File: config.mk
export PLATFORM = sky130hd
export DESIGN_NAME = tpg_div_cell
export DESIGN_NICKNAME = d
export VERILOG_FILES = /design/src/rtl/tpg_pkg.sv /design/src/rtl/tpg_div_cell.sv
export SDC_FILE = /design/constraint.sdc
export NUM_CORES = 1
export LEC_CHECK = 0
export BUFFER_PORTS_ARGS = -buffer_cell sky130_fd_sc_hd__buf_2
export CORE_MARGIN = 8
export CORE_UTILIZATION = 38
export CTS_CLUSTER_SIZE = 10
export DETAILED_ROUTE_END_ITERATION = 10
export PLACE_DENSITY = 0.75
export SLEW_MARGIN = 20
export SYNTH_ARGS = -nofsm -noshare
export SYNTH_HDL_FRONTEND = slang
export SYNTH_SLANG_ARGS = --single-unit
File: constraint.sdc
create_clock -name clk -period 1.9 [get_ports clk]
set_input_delay 0.285 -clock clk [delete_from_list [all_inputs] [get_ports clk]]
set_output_delay 0.285 -clock clk [all_outputs]
set_load 0.01 [all_outputs]
File: src/rtl/tpg_pkg.sv
`timescale 1ns / 1ps
// Shared types, register indexes and the div3 helper function of the test pattern pixel generator.
// Used by tpg_div_cell, test_pattern_pixel_generator_top and its testbench; depends on nothing else.
package tpg_pkg;

  localparam int unsigned MAX_WIDTH_DEF  = 4096;
  localparam int unsigned MAX_HEIGHT_DEF = 4096;

  localparam int unsigned COORD_W  = 12;
  localparam int unsigned REM_W    = 20;
  localparam int unsigned QUOT_W   = 8;
  localparam int unsigned OFFSET_W = 25;
  localparam int unsigned ADDR_W   = 4;
  localparam int unsigned DATA_W   = 32;

  typedef enum logic [1:0] {
    REG_FRAME_WIDTH  = 2'd0,
    REG_FRAME_HEIGHT = 2'd1,
    REG_ROW_PITCH    = 2'd2,
    REG_BLUE_FIRST   = 2'd3
  } reg_idx_t;

  typedef struct packed {
    logic [COORD_W-1:0] pixel_x;
    logic [COORD_W-1:0] pixel_y;
  } in_t;

  typedef struct packed {
    logic [23:0]         pixel_word;
    logic [OFFSET_W-1:0] word_offset;
    logic                inside_res;
  } out_t;

  // Data that travels down the divider chain, one entry per pixel in flight.
  typedef struct packed {
    logic [COORD_W-1:0]  x;
    logic [COORD_W-1:0]  y;
    logic [REM_W-1:0]    rem_r;
    logic [REM_W-1:0]    rem_g;
    logic [QUOT_W-1:0]   q_r;
    logic [QUOT_W-1:0]   q_g;
    logic                odd;
    logic [OFFSET_W-1:0] offset;
  } lane_t;

  // Exact floor(v / 3) for any 16-bit v, by reciprocal multiplication.
  function automatic logic [15:0] div3(input logic [15:0] v);
    logic [31:0] p;
    p = 32'(v) * 32'(17'd43691);
    return 16'(p >> 17);
  endfunction

endpackage

File: src/rtl/tpg_div_cell.sv
`timescale 1ns / 1ps
// One restoring division step for the red and green gradients, registered.
// Depends on tpg_pkg for the lane type.
module tpg_div_cell #(
  parameter int unsigned SHIFT = 7,
  parameter int unsigned DW    = 13
) (
  input  logic                 clk,
  input  logic                 rst_n,
  input  logic                 vld_i,
  input  tpg_pkg::lane_t       lane_i,
  input  logic [DW-1:0]        div_w,
  input  logic [DW-1:0]        div_h,
  output logic                 vld_o,
  output tpg_pkg::lane_t       lane_o
);

  localparam int unsigned CW = ((DW + SHIFT) > tpg_pkg::REM_W) ? (DW + SHIFT) : tpg_pkg::REM_W;

  logic                 vld_r;
  tpg_pkg::lane_t       lane_r;
  tpg_pkg::lane_t       lane_nxt;
  logic [CW-1:0]        sub_w;
  logic [CW-1:0]        sub_h;
  logic [CW-1:0]        rem_w_ext;
  logic [CW-1:0]        rem_h_ext;

  always_comb begin
    sub_w     = CW'(div_w) << SHIFT;
    sub_h     = CW'(div_h) << SHIFT;
    rem_w_ext = CW'(lane_i.rem_r);
    rem_h_ext = CW'(lane_i.rem_g);
    lane_nxt  = lane_i;
    if (rem_w_ext >= sub_w) begin
      lane_nxt.rem_r     = tpg_pkg::REM_W'(rem_w_ext - sub_w);
      lane_nxt.q_r[SHIFT] = 1'b1;
    end
    if (rem_h_ext >= sub_h) begin
      lane_nxt.rem_g     = tpg_pkg::REM_W'(rem_h_ext - sub_h);
      lane_nxt.q_g[SHIFT] = 1'b1;
    end
  end

  always_ff @(posedge clk) begin
    if (!rst_n) begin
      vld_r <= 1'b0;
    end else begin
      vld_r <= vld_i;
    end
  end

  always_ff @(posedge clk) begin
    lane_r <= lane_nxt;
  end

  assign vld_o  = vld_r;
  assign lane_o = lane_r;

endmodule

==> results of run 1 <==
sequential cells by signal (all words and copies together) (netlist names):
name,count
lane_o,106
vld_o,1
repair_timing:
action,in CTS,in global routing
hold buffers,56,12
resized for setup,0,4
endpoints found under the setup margin,0,13
endpoints found under the hold margin,56,12
metal layers:
metal / track usage (%) / wire length [um]
met2: 36.05 / 7424
met1: 20.66 / 5684
met3: 6.475 / 1084
met5: 0 / 0
met4: 9.570 / 401
power groups by stage:
stage	clock network, uW	registers [uW]	logic [uW]
after global routing	1550	2500	1600
after global placement	0	2530	1320
final	1430	2480	1480
after CTS	1430	2480	1450
after detailed placement	0	2530	1350
after floorplan	0	2640	620
layout by cell type, fill, tap and decap left out, types with 3 or more instances in the layout:
cell,Yosys,routed
a211oi_1,4,4
a21o_1,4,4
a21oi_1,16,15
a21oi_2,4,4
buf_2,0,240
buf_4,0,59
clkbuf_8,0,9
dfxtp_1,107,107
dlygate4sd3_1,0,68
ha_1,26,11
ha_4,0,14
inv_1,32,24
inv_4,0,3
inv_8,0,4
mux2_2,13,8
mux2_4,7,15
mux2i_1,5,5
nand2_1,7,7
nand2b_1,6,6
nor2_1,16,16
nor2b_1,5,3
nor3_1,5,4
o211ai_1,4,4
o21a_1,5,5
o21ai_0,8,7
o21ai_1,2,3
xnor2_1,11,11
kinds of logic (layout without fill, tap and decap cells):
logic type	Yosys count	in the layout	share of synthesized area [%]
muxes	28	28	8.576
xor gates and xnor gates	13	13	2.912
AOI/OAI and AO/OA	66	66	11.90
adders and majority gates	28	28	9.344
DFF	107	107	54.78
and+or+nand+nor	62	62	8.737
buffers and inverters	35	419	3.744
other	0	2	0
area by class of cell:
type,count,area share [%]
Clock buffer,9,1.783
Multi-Input combinational cell,197,27.25
Antenna cell,2,0.07205
Sequential cell,107,30.84
Tap cell,136,2.450
Timing Repair Buffer,370,34.08
Inverter,33,2.360
Clock inverter,7,1.171
per-stage QoR:
step | utilization [%] | TNS [ps] | setup WS [ps] | hold slack [ps] | std cells
after floorplan | - | -371.9 | -46.72 | 312.7 | 339
after global placement | 59.62 | -4600 | -250.2 | 387.6 | 776
after detailed placement | 59.62 | -5729 | -305.4 | 388.6 | 776
after CTS | 67.17 | 0 | 30.82 | 0.02584 | 848
after global routing | 68.52 | -4.558 | -2.610 | 2.983 | 861
final | 68.52 | 0 | 61.13 | 23.83 | 861
worst paths after layout:
check / startpoint / to / slack, ps / cells after the start
worst min-delay path: lane_i[46] / lane_o[46] / 20 / 1
worst max-delay path: lane_i[49] / lane_o[61] / 60 / 9
==> flow_metrics.env, run 1 <==
export IMPL_start_kind="primary input"
export IMPL_io_pins=242
export IMPL_dr_pass1_iters=4
export IMPL_p_seq_share_pct=46.1
export IMPL_synth_most_common_cell="dfxtp_1"
export IMPL_path_clk_slew_ps=120
export IMPL_synthesis_instances=339
export IMPL_cp_max_fo=4
export IMPL_yosysTopAreaCellShare_pct=54.78
export IMPL_final_cell_area_mm2=0.006947
export IMPL_hold_viol=0
export IMPL_die_x_um=117.4
export IMPL_nFillCells=727
export IMPL_cp_buffers_inverters=2
export IMPL_setup_violations=0
export IMPL_finalPower_uw=5393
export IMPL_postPlaceCellArea_mm2=0.006045
export IMPL_core_mm2=0.01014
export IMPL_grt_max_degree=22
export IMPL_synth_seq_cells=107
export IMPL_die_h_um=117.4
export IMPL_ir_worst_vdd_uv=379.6
export IMPL_drc=0
export IMPL_portBuffers=241
export IMPL_hold_class="in2reg"
export IMPL_first_iter_violations=203
export IMPL_ys_flop_type="dfxtp_1"
export IMPL_grt_pass1_vias=4361
export IMPL_drt_total_wl_mm=14.60
export IMPL_cts_setup_buffers=0
export IMPL_ys_warnings_count=0
export IMPL_fin_crit_ps=1839
export IMPL_synth_seq_area_share_pct=54.78
export IMPL_end_kind="register"
export IMPL_cts_sinks=107
export IMPL_finalMaxSlewViolations=0
export IMPL_cts_buffer_depth=2
export IMPL_start_util_pct=38.57
export IMPL_fmax_ghz=0.5438
export IMPL_wl_per_cell_um=16.95
export IMPL_regArea_mm2=0.002142
export IMPL_switching_share_pct=29.86
export IMPL_syn_avg_cell_area_um2=11.53
export IMPL_vias=3991
export IMPL_synth_top_cells_by_area="dfxtp_1, ha_1, mux2_2"
export IMPL_antenna_found_initial=2
export IMPL_htreeDepth=3
export IMPL_nNetsFinal=881
export IMPL_multi_input_area_mm2=0.001893
export IMPL_crit_family="compound AO/OA/AOI/OAI gates"
export IMPL_critPathKind="in2reg"
export IMPL_drive_gt1_share_pct=53.25
export IMPL_slowest_delay_ps=460
export IMPL_post_dp_hpwl_mm=10.93
export IMPL_final_antenna_net_count=0
export IMPL_cp_required_ps=2230
export IMPL_maxCapViolations=0
export IMPL_p_clk_share_pct=26.5
export IMPL_gp_congestion=0.8437
export IMPL_rows=37
export IMPL_synth_edff_count=0
export IMPL_die_area_mm2=0.01379
export IMPL_cp_arrival_ps=2170
export IMPL_cts_tree="built"
export IMPL_p_sw_uw=1610
export IMPL_grt_overflow=0
export IMPL_syn_cell_area_mm2=0.003910
export IMPL_pwr_share_comb_pct=27.5
export IMPL_synthDistinctLibCells=55
export IMPL_syn_nets=502
export IMPL_max_slew_margin_rel_pct=67.89
export IMPL_worst_pin_slew_ps=475.6
export IMPL_powerDensity_mw_per_mm2=776.3
export IMPL_finalCritPeriodShare_pct=96.78
export IMPL_synth_commonest_cells="dfxtp_1, inv_1, ha_1"
export IMPL_crit_slowest_cell="o311ai_0"
export IMPL_gr_usage_all_layers_pct=20.07
export IMPL_crit_chain="buf_2, inv_1, ha_2, fa_2, nand2b_1, a21oi_2, o211ai_1, o311ai_0, mux2_2"
export IMPL_p_leak_uw=0.003439
export IMPL_ys_async_sr_fraction_pct=0
export IMPL_root_buffer="clkbuf_8"
export IMPL_outcome="complete, no violations"
export IMPL_grt_pass1_wl_mm=22.40
export IMPL_via_per_inst=4.635
export IMPL_cts_made_buffers=9
export IMPL_area_growth_synth_to_final_pct=77.66
export IMPL_synth_top_area_cell="dfxtp_1"
export IMPL_p_int_uw=3782
Note: power is estimated with default switching activity, not from simulation.
==> run 2: changes to the inputs <==
- CORE_UTILIZATION: 38 -> 44
- CTS_BUF_LIST: default -> sky130_fd_sc_hd__clkbuf_8
- PLACE_DENSITY: 0.75 -> 0.82
- SLEW_MARGIN: 20 -> default
- clock period: 1.9 -> 2.1 ns (I/O delays scaled with it)
==> run 2 against run 1 <==
Compared with the run above:
- largest cell class is now registers
- clock power is 11% lower
- worst setup slack improved by 71 ps
- largest power group unchanged
- global-route usage down 0.13 points
- worst hold slack better by 13 ps
- cell count is 14% lower
- sequential power is 9.3% lower
- power is 15% lower
- routed wire length is 13% lower
- cell area shrank 17%
- critical endpoint is now lane_o[81]
- critical path type unchanged
==> flow_metrics.env, run 2 (synthesis results as in run 1) <==
export IMPL_outcome="complete, no violations"
export IMPL_rsz0062_at_grt="no"
export IMPL_die_h_um=110.3
export IMPL_regArea_mm2=0.002142
export IMPL_root_buffer="clkbuf_8"
export IMPL_hold_buffers=0
export IMPL_rows=34
export IMPL_final_cell_area_mm2=0.005756
export IMPL_cts_resized=0
export IMPL_grt_max_degree=22
export IMPL_start_kind="primary input"
export IMPL_io_pins=242
export IMPL_fmax_ghz=0.5080
export IMPL_maxCapViolations=0
export IMPL_largest_reg_flops=106
export IMPL_hold_viol=0
export IMPL_drive_gt1_share_pct=51.81
export IMPL_cp_required_ps=2410
export IMPL_cts_buffer_depth=2
export IMPL_drc=0
export IMPL_start_util_pct=45.05
export IMPL_placed_cells=727
export IMPL_ir_worst_vdd_uv=345.6
export IMPL_dr_pass1_iters=4
export IMPL_die_area_mm2=0.01216
export IMPL_grt_pass1_vias=3789
export IMPL_crit_chain="buf_2, inv_1, ha_1, fa_1, nor2b_1, o31a_1, o211ai_1, mux2i_1, a211oi_1, mux2_2"
export IMPL_gp_congestion=0.9082
export IMPL_cp_arrival_ps=2280
export IMPL_cts_made_buffers=9
export IMPL_hold_class="in2reg"
export IMPL_setup_tns_ps=0
export IMPL_max_slew_margin_rel_pct=74.11
export IMPL_vias=3602
export IMPL_setup_violations=0
export IMPL_finalCritPeriodShare_pct=93.73
export IMPL_p_leak_uw=0.003008
export IMPL_via_per_inst=4.841
export IMPL_fin_cells=744
export IMPL_path_clk_slew_ps=120
export IMPL_cts_tree="built"
export IMPL_slowest_delay_ps=390
export IMPL_powerDensity_mw_per_mm2=801.1
export IMPL_drt_total_wl_mm=12.77
export IMPL_finalMaxSlewViolations=0
export IMPL_pre_cts_ws_ps=-184.9
export IMPL_cp_max_fo=3
export IMPL_postPlaceCellArea_mm2=0.005549
export IMPL_nNetsFinal=793
export IMPL_htreeDepth=3
export IMPL_worst_pin_slew_ps=385.1
export IMPL_layout_common_cells="buf_2, dfxtp_1, buf_4, inv_1, ha_1"
export IMPL_finalWorstSetupSlack_ps=131.7
export IMPL_final_antenna_net_count=0
export IMPL_grt_pass1_wl_mm=18.62
export IMPL_antenna_found_initial=2
export IMPL_cts_sinks=107
export IMPL_area_growth_synth_to_final_pct=47.20
export IMPL_fin_crit_ps=1968
export IMPL_die_x_um=110.3
export IMPL_cts_setup_buffers=0
export IMPL_critPathKind="in2reg"
export IMPL_grt_overflow=0
export IMPL_wl_per_cell_um=17.16
export IMPL_first_iter_violations=82
export IMPL_gr_usage_all_layers_pct=19.94
export IMPL_nFillCells=715
export IMPL_crit_slowest_cell="fa_1"
export IMPL_core_mm2=0.008678
export IMPL_finalPower_uw=4611
export IMPL_post_dp_hpwl_mm=10.84
export IMPL_layout_commonest_cell="buf_2"
export IMPL_end_kind="register"
export IMPL_multi_input_area_mm2=0.001622
export IMPL_portBuffers=241
## run 2: changes by cell type in the layout (fill, tap and decap cells not counted), sizes merged
cell,previous run,this run
diode,2,1
clkinv,4,2
buf,302,282
inv,36,37
clkinvlp,0,1
dlygate4sd3,68,0
## run 2: layout make-up
class | count | share of cell area (%)
multi-input cells | 197 | 28.17
clock buffers | 9 | 2.152
flip-flops and latches | 107 | 37.22
repair buffers | 282 | 26.52
well taps | 108 | 2.348
clock inverters | 7 | 1.391
diodes | 1 | 0.04348
inverters | 33 | 2.152
## run 2: worst paths after layout
check                   from    endpoint  depth (start not counted)
hold / removal     lane_i[9]   lane_o[9]                          1
setup / recovery  lane_i[69]  lane_o[81]                         10
## run 2: worst max-delay path, delay by kind of cell
family | cells | cell delay (ps)
compound gates | 3 | 660
buf+inv | 2 | 120
simple gates | 1 | 170
fa+ha+maj | 2 | 600
mux | 2 | 410
## run 2: metal layers
layer | wire length [um] | part of all wire [%] | global-route usage [%]
met1 | 4343 | 34 | 19.28
met4 | 431 | 3.4 | 10.94
met3 | 1238 | 9.7 | 6.512
met2 | 6736 | 53 | 36.60
met5 | 16 | 0.13 | 0
## run 2: through the flow
stage / util (%) / hold WS, ps
floorplan: - / 342.7
global placement: 63.94 / 417.0
detailed placement: 63.94 / 418.9
CTS: 66.29 / 16.07
global route: 66.32 / 0.9678
finish: 66.32 / 36.72
## run 2: power breakdown
group          internal (uW)  switching [uW]  total (uW)
registers               2200            44.8        2250
clock network            477             792        1270
logic                    566             529        1100
